[config.mk]
export PLATFORM = sky130hd
export DESIGN_NAME = stc_area_unit
export DESIGN_NICKNAME = d
export VERILOG_FILES = /design/src/hdl/strip_triangulate_two_curves_unit_assert.svh /design/src/hdl/stc_pkg.sv /design/src/hdl/stc_area_unit.sv
export SDC_FILE = /design/constraint.sdc
export NUM_CORES = 2
export LEC_CHECK = 0
export BUFFER_PORTS_ARGS = -buffer_cell sky130_fd_sc_hd__buf_2
export CORE_ASPECT_RATIO = 0.5
export CORE_MARGIN = 10
export CORE_UTILIZATION = 53
export DETAILED_ROUTE_END_ITERATION = 16
export PLACE_DENSITY = 0.68
export SYNTH_ARGS = -nofsm -noshare
export SYNTH_HDL_FRONTEND = slang
export SYNTH_SLANG_ARGS = --single-unit
[constraint.sdc]
create_clock -name i_clk -period 7.95 [get_ports i_clk]
set_input_delay 1.59 -clock i_clk [delete_from_list [all_inputs] [get_ports i_clk]]
set_output_delay 1.59 -clock i_clk [all_outputs]
set_load 0.05 [all_outputs]
[src/hdl/strip_triangulate_two_curves_unit_assert.svh]
// assertion macros for the strip triangulation unit
`ifndef STRIP_TRIANGULATE_TWO_CURVES_UNIT_ASSERT_SVH
`define STRIP_TRIANGULATE_TWO_CURVES_UNIT_ASSERT_SVH

// same-cycle implication, clocked on i_clk, off during reset
`define STC_ASSERT_NOW(lbl, ante, cons) \
    lbl: assert property (@(posedge i_clk) disable iff (!i_rst_n) (ante) |-> (cons)) \
        else $error("stc assertion failed");

// next-cycle implication, clocked on i_clk, off during reset
`define STC_ASSERT_NEXT(lbl, ante, cons) \
    lbl: assert property (@(posedge i_clk) disable iff (!i_rst_n) (ante) |=> (cons)) \
        else $error("stc assertion failed");

`endif

[src/hdl/stc_pkg.sv]
// shared types, constants and micro-op table of the strip triangulation unit
`timescale 1ns / 1ps

package stc_pkg;

    localparam int MAX_POINTS_DEF  = 32;
    localparam int COORD_WIDTH_DEF = 24;
    localparam int TAG_WIDTH_DEF   = 16;

    localparam int MODE_W        = 2;
    localparam int TAG_FIELD_W   = 16;
    localparam int COORD_FIELD_W = 24;
    localparam int IN_DATA_W     = TAG_FIELD_W + 2 * COORD_FIELD_W;
    localparam int OUT_DATA_W    = 3 * TAG_FIELD_W;

    localparam logic [MODE_W-1:0] MODE_LOAD_A = 2'd0;
    localparam logic [MODE_W-1:0] MODE_LOAD_B = 2'd1;
    localparam logic [MODE_W-1:0] MODE_RUN    = 2'd2;

    // point slots held by the sequencer
    localparam logic [1:0] PT_A = 2'd0;
    localparam logic [1:0] PT_B = 2'd1;
    localparam logic [1:0] PT_C = 2'd2;
    localparam logic [1:0] PT_D = 2'd3;
    localparam int PT_N = 4;

    localparam logic AXIS_X = 1'b0;
    localparam logic AXIS_Y = 1'b1;

    localparam logic [1:0] ACC_LOAD = 2'd0;
    localparam logic [1:0] ACC_ADD  = 2'd1;
    localparam logic [1:0] ACC_SUB  = 2'd2;

    localparam int FLAG_N = 5;
    localparam logic [2:0] FLAG_DLT = 3'd0;
    localparam logic [2:0] FLAG_ADC = 3'd1;
    localparam logic [2:0] FLAG_CBD = 3'd2;
    localparam logic [2:0] FLAG_ABD = 3'd3;
    localparam logic [2:0] FLAG_ABC = 3'd4;

    localparam int OP_COUNT = 12;
    localparam int UNIT_LAT = 3;
    localparam int OP_CNT_W = $clog2(OP_COUNT + UNIT_LAT);

    typedef struct packed {
        logic [1:0] a_hi;
        logic [1:0] a_lo;
        logic       a_axis;
        logic [1:0] b_hi;
        logic [1:0] b_lo;
        logic       b_axis;
        logic [1:0] acc_op;
        logic       cap;
        logic [2:0] flag;
    } t_uop;

    // sign flags, member order matches the flag codes from the top bit down
    typedef struct packed {
        logic abc;
        logic abd;
        logic cbd;
        logic adc;
        logic dlt;
    } t_orient;

    function automatic t_uop mk_uop(
        input logic [1:0] a_hi, input logic [1:0] a_lo, input logic a_axis,
        input logic [1:0] b_hi, input logic [1:0] b_lo, input logic b_axis,
        input logic [1:0] acc_op, input logic cap, input logic [2:0] flag);
        t_uop u;
        u.a_hi   = a_hi;
        u.a_lo   = a_lo;
        u.a_axis = a_axis;
        u.b_hi   = b_hi;
        u.b_lo   = b_lo;
        u.b_axis = b_axis;
        u.acc_op = acc_op;
        u.cap    = cap;
        u.flag   = flag;
        return u;
    endfunction

    // one product (a_hi - a_lo) * (b_hi - b_lo) per step, folded into the accumulator
    function automatic t_uop uop_rom(input logic [OP_CNT_W-1:0] k);
        t_uop u;
        u = mk_uop(PT_A, PT_A, AXIS_X, PT_A, PT_A, AXIS_X, ACC_LOAD, 1'b0, FLAG_DLT);
        case (k)
            OP_CNT_W'(0):  u = mk_uop(PT_B, PT_A, AXIS_X, PT_C, PT_A, AXIS_Y,
                                      ACC_LOAD, 1'b0, FLAG_ABC);
            OP_CNT_W'(1):  u = mk_uop(PT_B, PT_A, AXIS_Y, PT_C, PT_A, AXIS_X,
                                      ACC_SUB, 1'b1, FLAG_ABC);
            OP_CNT_W'(2):  u = mk_uop(PT_B, PT_A, AXIS_X, PT_D, PT_A, AXIS_Y,
                                      ACC_LOAD, 1'b0, FLAG_ABD);
            OP_CNT_W'(3):  u = mk_uop(PT_B, PT_A, AXIS_Y, PT_D, PT_A, AXIS_X,
                                      ACC_SUB, 1'b1, FLAG_ABD);
            OP_CNT_W'(4):  u = mk_uop(PT_B, PT_C, AXIS_X, PT_D, PT_C, AXIS_Y,
                                      ACC_LOAD, 1'b0, FLAG_CBD);
            OP_CNT_W'(5):  u = mk_uop(PT_B, PT_C, AXIS_Y, PT_D, PT_C, AXIS_X,
                                      ACC_SUB, 1'b1, FLAG_CBD);
            OP_CNT_W'(6):  u = mk_uop(PT_D, PT_A, AXIS_X, PT_C, PT_A, AXIS_Y,
                                      ACC_LOAD, 1'b0, FLAG_ADC);
            OP_CNT_W'(7):  u = mk_uop(PT_D, PT_A, AXIS_Y, PT_C, PT_A, AXIS_X,
                                      ACC_SUB, 1'b1, FLAG_ADC);
            OP_CNT_W'(8):  u = mk_uop(PT_C, PT_B, AXIS_X, PT_C, PT_B, AXIS_X,
                                      ACC_LOAD, 1'b0, FLAG_DLT);
            OP_CNT_W'(9):  u = mk_uop(PT_C, PT_B, AXIS_Y, PT_C, PT_B, AXIS_Y,
                                      ACC_ADD, 1'b0, FLAG_DLT);
            OP_CNT_W'(10): u = mk_uop(PT_D, PT_A, AXIS_X, PT_D, PT_A, AXIS_X,
                                      ACC_SUB, 1'b0, FLAG_DLT);
            OP_CNT_W'(11): u = mk_uop(PT_D, PT_A, AXIS_Y, PT_D, PT_A, AXIS_Y,
                                      ACC_SUB, 1'b1, FLAG_DLT);
            default: ;
        endcase
        return u;
    endfunction

endpackage

[src/hdl/stc_area_unit.sv]
// shared difference, multiply and accumulate unit for orientation and distance tests
`timescale 1ns / 1ps

module stc_area_unit #(
    parameter int COORD_WIDTH = stc_pkg::COORD_WIDTH_DEF
) (
    input  logic                                     i_clk,
    input  logic                                     i_rst_n,
    input  logic [stc_pkg::PT_N-1:0][COORD_WIDTH-1:0] i_px,
    input  logic [stc_pkg::PT_N-1:0][COORD_WIDTH-1:0] i_py,
    input  logic                                     i_uop_valid,
    input  stc_pkg::t_uop                            i_uop,
    output stc_pkg::t_orient                         o_flags
);

    localparam int DIFF_W = COORD_WIDTH + 1;
    localparam int PROD_W = 2 * DIFF_W;
    localparam int ACC_W  = PROD_W + 2;

    logic signed [COORD_WIDTH-1:0] a_hi_v;
    logic signed [COORD_WIDTH-1:0] a_lo_v;
    logic signed [COORD_WIDTH-1:0] b_hi_v;
    logic signed [COORD_WIDTH-1:0] b_lo_v;

    logic                 r_v1;
    logic                 r_v2;
    stc_pkg::t_uop        r_uop1;
    stc_pkg::t_uop        r_uop2;
    logic signed [DIFF_W-1:0] r_da;
    logic signed [DIFF_W-1:0] r_db;
    logic signed [PROD_W-1:0] r_prod;
    logic signed [ACC_W-1:0]  r_acc;
    logic signed [ACC_W-1:0]  n_acc;
    logic signed [ACC_W-1:0]  prod_ext;
    logic [stc_pkg::FLAG_N-1:0] r_flag;

    assign a_hi_v = i_uop.a_axis ? i_py[i_uop.a_hi] : i_px[i_uop.a_hi];
    assign a_lo_v = i_uop.a_axis ? i_py[i_uop.a_lo] : i_px[i_uop.a_lo];
    assign b_hi_v = i_uop.b_axis ? i_py[i_uop.b_hi] : i_px[i_uop.b_hi];
    assign b_lo_v = i_uop.b_axis ? i_py[i_uop.b_lo] : i_px[i_uop.b_lo];

    always_ff @(posedge i_clk) begin
        if (!i_rst_n) begin
            r_v1 <= 1'b0;
            r_v2 <= 1'b0;
        end else begin
            r_v1 <= i_uop_valid;
            r_v2 <= r_v1;
        end
    end

    always_ff @(posedge i_clk) begin
        r_uop1 <= i_uop;
        r_da   <= DIFF_W'(a_hi_v) - DIFF_W'(a_lo_v);
        r_db   <= DIFF_W'(b_hi_v) - DIFF_W'(b_lo_v);
        r_uop2 <= r_uop1;
        r_prod <= r_da * r_db;
    end

    assign prod_ext = ACC_W'(r_prod);

    always_comb begin
        case (r_uop2.acc_op)
            stc_pkg::ACC_LOAD: n_acc = prod_ext;
            stc_pkg::ACC_ADD:  n_acc = r_acc + prod_ext;
            stc_pkg::ACC_SUB:  n_acc = r_acc - prod_ext;
            default:           n_acc = r_acc;
        endcase
    end

    always_ff @(posedge i_clk) begin
        if (r_v2) begin
            r_acc <= n_acc;
            if (r_uop2.cap) begin
                r_flag[r_uop2.flag] <= n_acc[ACC_W-1];
            end
        end
    end

    assign o_flags = stc_pkg::t_orient'(r_flag);

endmodule

# Word-level counts from Yosys, hierarchy flattened
# Index checks and enable logic that the tools add are counted.
totals:
  regBits: 171
  word_cells: 56
  input_bits: 211
  output_inout_bits: 5
classes:
  multipliers: 1
  n_addsub: 4
  mux: 24
  n_reduce_logical: 5
  eq_ne: 2
  order_cmp: 6
op_table:
  columns: ["cell", "n"]
  rows:
  - ["binary-select mux 24 bit (select 2 bit)", 8]
  - ["2-to-1 mux 24 bit", 12]
  - ["case mux 52 bit (3 select lines)", 1]
  - ["adder 52 x 50 -> 52 bit", 1]
  - ["subtractor 52 x 50 -> 52 bit", 1]
  - ["multiplier 25 x 25 -> 50 bit", 1]
  - ["subtractor 24 x 24 -> 25 bit", 2]
  - ["less-than comparator 2 x 3 -> 1 bit, second input constant", 4]
  - ["bitwise mux 5 bit", 1]
  - ["less-than comparator 3 x 4 -> 1 bit, second input constant", 1]
  - ["AND reduction 2 bit", 2]
  - ["demux 1 bit (select 3 bit)", 1]
  - ["greater-or-equal comparator 3 x 1 -> 1 bit, second input constant", 1]
  - ["nonzero test 3 bit", 1]
  - ["equality test 2 x 1 -> 1 bit, second input constant", 1]
  - ["equality test 2 bit, second input constant", 1]
  - ["zero test 2 bit", 1]
  - ["logical AND 1 bit", 1]
  - ["2-to-1 mux 1 bit", 1]

# Longest topological paths before layout
depth:
  ltp_word: 5
  ltp_mapped: 28
  ltp_nobuf: 26

# Worst setup path before layout
# Ideal clock, no wire load.
synth_timing:
  path_kind: "register -> register"
  startpoint: "register r_da[24]"
  endpoint: "register r_prod[49]"
  setup_slack_ns: 0.954
  required_time_ns: 7.878
  stages_incl_launch_ff: 23
  setup_time_ns: 0.072
  period_less_slack_ns: 6.996
  n_path_buf: 1
  arrival_time_ns: 6.924
  cell_sequence: "dfxtp_1 > clkbuf_1 > nand2_1 > inv_1 > fa_1 > inv_1 > fa_1 > fa_1 > inv_1 > fa_1 > fa_1 > fa_1 > fa_1 > ha_1 > a21o_1 > a21o_1 > a21o_1 > a21o_1 > a21o_1 > o41ai_1 > o21ai_0 > a21oi_1 > xnor2_1"
synth_via:
  elab_chain_cells: 1
synth_lines:
  columns: ["item", "line", "source"]
  rows:
  - ["start: declaration", "stc_area_unit.sv:29", "logic signed [DIFF_W-1:0] r_da;"]
  - ["start signal: assignment", "stc_area_unit.sv:54", "r_da <= DIFF_W'(a_hi_v) - DIFF_W'(a_lo_v);"]
  - ["multiplier 25 x 25 -> 50 bit", "stc_area_unit.sv:57", "r_prod <= r_da * r_db;"]
  - ["end signal: assignment", "stc_area_unit.sv:57", null]
  - ["end: declaration", "stc_area_unit.sv:31", "logic signed [PROD_W-1:0] r_prod;"]
# No other way between the ends.
# A chain may end at the register's enable or synchronous reset.

# Worst setup path after layout
layout_timing:
  startpoint: "register r_db[2]"
  endpoint: "register r_prod[49]"
layout_via:
  elab_chain_cells: 1
layout_lines:
  columns: ["item", "line", "source"]
  rows:
  - ["start: declaration", "stc_area_unit.sv:30", "logic signed [DIFF_W-1:0] r_db;"]
  - ["start signal: assignment", "stc_area_unit.sv:55", "r_db <= DIFF_W'(b_hi_v) - DIFF_W'(b_lo_v);"]
  - ["multiplier 25 x 25 -> 50 bit", "stc_area_unit.sv:57", null]
# No other way between the ends.

==> run summary <==
The average wire per cell in the routed design came out at between 20 and 25 um. Along the worst hold path, the cell count comes to 0. The number of vias after detailed routing came out at 29890. The number of buffer and inverter stages on the critical path is 5. The final-layout setup total negative slack came out at 0 ps. Among all flip-flop cells after synthesis, the most frequent one is dfxtp_1. The share of cells above drive strength 1 is about 14%. The clock sink total came out at 171.

The worst setup path is captured at a flip-flop. The synthesized netlist net count is around 5000. The deepest level of the CTS H-tree came out at 4. The post-synthesis sequential element count is 171. The number of max-capacitance violations reported came out at 0. At the end of routability-driven placement, the weighted congestion stood at ~0.94. The global-route usage over all layers came out at about a quarter. The final routed wirelength across all metal layers is 110.6 mm. The root buffer cell chosen for the clock tree is clkbuf_16. The register clock-pin slew on the reported worst setup and hold paths is 90 ps. The die area came out at between 80000 and 90000 um^2.

The number of buffers between clock root and the deepest sink came out at 2. Measured against its own limit, the worst slew margin works out to just under 30%. The final setup violation count is 0.

During synthesis, Yosys emitted a total of 0 warnings. The final worst clock skew came out at between 20 and 25 ps. After the first detailed-routing iteration, the DRC count stood at between 2000 and 2500. The post-route antenna net violation count came out at 0. In this run the worst path has a maximum fanout of 15. The cell area that synthesis handed to floorplanning was 39190 um^2. The growth of design area from synthesis to finish came out at 7.088%. The DRC violations left is 0.

The startpoint identified for the worst hold timing path is r_uop1[0]. Across all register-to-register paths, the minimum setup slack is 350 ps. In the synthesized netlist the async set-or-reset flop fraction comes to 0%. The cell that appears most often on the critical path is fa_1. The actual slew at the worst max-slew pin is between 1000 and 1500 ps. The worst setup path is of the flip-flop to flip-flop kind. The worst setup path is launched from a flip-flop. The logic depth of the worst register-to-register path is 24. The clock network latency to the later pin of the worst-skew pair came out at between 500 and 600 ps.

Walking the worst path, the cells encountered are buf_4 -> and2_1 -> fa_1 -> fa_1 -> inv_1 -> fa_1 -> inv_1 -> fa_1 -> fa_1 -> fa_1 -> inv_1 -> fa_1 -> inv_1 -> ha_1 -> a21oi_1 -> o21ai_0 -> o221ai_1 -> a31oi_1 -> nor2_1 -> o22ai_1 -> o41ai_1 -> o21ai_0 -> a21oi_1 -> xnor2_1. The achievable clock frequency is roughly 0.13 GHz. The smallest clock period supported by the final layout is computed as about 7600 ps. The via count normalized by instance count came out at slightly below 6. The worst hold path terminates at r_uop2[0]. The path class of the tightest hold or removal check is flip-flop to flip-flop.

After clock tree synthesis, the flow added hold-fix buffers numbering 0. In this run the standard cell core region covers approximately 73000 um^2. The first global-routing pass estimated 177.7 mm of wire. The beginning of the worst register-to-register path is r_db[2]. Input and output buffers added on the ports amount to 215. The vertical extent of the die came out at 212.3 um. The TritonCTS clock tree is yes. The row count is 70. For the worst setup path, the data required time is 8390 ps. STA puts the critical path data arrival time at 8040 ps. The die boundary width is 404.6 um. Entering global routing, the biggest net connects 52 pins. Setup repair after global routing left no endpoint under its margin.

In the synthesized netlist, the number of instances is approximately 4000. The capture point of the worst reg-to-reg path is r_prod[49]. The run finished with clean final reports.

The first-pass detailed-route iteration total came out at 6. For this run, the post-layout net count is about 5200. The count of boundary I/O pins is ~220. After synthesis, the netlist uses 82 different library cells. Sequential cells were found to cover between 10% and 20% of the synthesized design area. The final-report hold violation count was 0. The HPWL after detailed placement is between 90 and 100 mm. The largest stage delay on the critical path is 580 ps.

The number of global-route vias before repair is 31640. In this design, the largest share of critical-path delay is due to adder cells. The initial core utilization came out at between 50 and 60%. On the critical path, the stage with the largest delay is an instance of dfxtp_1. The average footprint of a synthesized cell came out at 9.758 um^2.

The overflow left after global routing is 0. The post-route clock period utilization came out at between 90% and 100%. Counting the buffers created by CTS gives 17.

The initial antenna violation count is 2. Yosys mapped a number of flops with a built-in enable equal to 57. The number of pins exceeding their max-slew limit in the final report is 0.
[per-stage QoR]
stage	hold WS (ps)	setup WS [ps]	instance area (um^2)	std cells	utilization [%]
6_report	330.4	350.2	41970	5119	57.38
5_1_grt	342.6	45.79	41970	5119	57.38
4_1_cts	334.3	334.0	41960	5118	57.37
3_5_place_dp	314.3	355.9	41370	5086	56.57
3_3_place_gp	315.0	579.0	41370	5086	56.57
2_1_floorplan	309.6	953.5	39190	4016	-
[area by class of cell]
| type | instances | area [um^2] |
|---|---|---|
| diodes | 1 | 2.502 |
| clock buffers | 18 | 439.2 |
| clock inverters | 14 | 148.9 |
| fillers | 6329 | 31170 |
| inverters | 706 | 2650 |
| multi-input cells | 2940 | 31810 |
| flip-flops and latches | 171 | 3999 |
| well taps | 972 | 1216 |
| repair buffers | 297 | 1704 |
[repair_timing]
action	in CTS	in global routing
endpoints found under the setup margin	0	5
resized for setup	0	4
setup buffers	0	0
[flip-flops by register name (all words and copies together) (netlist names)]
register,cells
o_flags,5
r_acc,52
r_da,25
r_db,25
r_prod,50
r_uop1,6
r_uop2,6
r_v1,1
r_v2,1
[layout by cell type (no fill, tap or decap), types with 26 or more instances in the layout]
master / count
nor3_1: 29
inv_1: 705
nor2_1: 166
o21ai_0: 77
a21o_1: 67
mux2_2: 46
mux4_2: 192
a22oi_1: 26
nand3_1: 36
a21oi_1: 139
xnor2_1: 138
and2_1: 320
buf_2: 215
dfxtp_1: 110
mux2i_1: 55
ha_1: 243
xor2_1: 47
edfxtp_1: 57
o21bai_1: 26
fa_1: 661
buf_4: 81
nand2_1: 389
[kinds of logic (layout without fill, tap and decap cells)]
| group | count (synthesis) | in the layout | synth area share (%) |
|---|---|---|---|
| mux | 294 | 294 | 13.82 |
| xor+xnor | 185 | 185 | 4.135 |
| simple gates | 1075 | 1075 | 13.61 |
| compound gates | 481 | 481 | 8.017 |
| fa+ha+maj | 905 | 905 | 41.56 |
| other cells | 0 | 1 | 0 |
| flops | 171 | 171 | 10.19 |
| buf+inv | 905 | 1035 | 8.672 |
[synth_stat cells (all sizes together) (23+ instances only)]
master | count | area (um^2)
o21ai | 83 | 415.4
mux2 | 46 | 518.0
mux2i | 56 | 573.1
fa | 661 | 13230
inv | 705 | 2646
edfxtp | 57 | 1712
a31oi | 25 | 156.4
xor2 | 47 | 411.6
nor2b | 23 | 143.9
a21o | 67 | 503.0
a21oi | 140 | 704.4
mux4 | 192 | 4324
o21bai | 26 | 195.2
nor3 | 32 | 181.4
and2 | 320 | 2002
a22oi | 26 | 195.2
nand3 | 36 | 180.2
nor2 | 166 | 623.1
clkbuf | 177 | 664.4
nand2 | 389 | 1460
xnor2 | 138 | 1209
dfxtp | 114 | 2282
ha | 244 | 3053
[routing by layer]
layer | GRT usage, % | up-vias | wire length [um]
met5 | 0 | - | 13
met4 | 4.911 | 2 | 1618
met3 | 8.953 | 126 | 13420
met2 | 39.26 | 1469 | 46950
met1 | 37.09 | 14980 | 48550
li1 | - | 13310 | -
[worst max-delay path by stage]
stage | slack, ps | startpoint | cells past startpoint | end
final | 350 | r_db[2] | 24 | r_prod[49]
after global routing | 50 | r_db[2] | 24 | r_prod[49]
after CTS | 330 | r_db[7] | 25 | r_prod[49]
after detailed placement | 360 | r_db[10] | 19 | r_prod[49]
after global placement | 580 | r_db[10] | 22 | r_prod[46]
after floorplan | 950 | r_da[24] | 22 | r_prod[49]
Power is left out: the tool's default activity adds up to more than one toggle a clock period on the data nets, which glitch-free logic cannot reach.
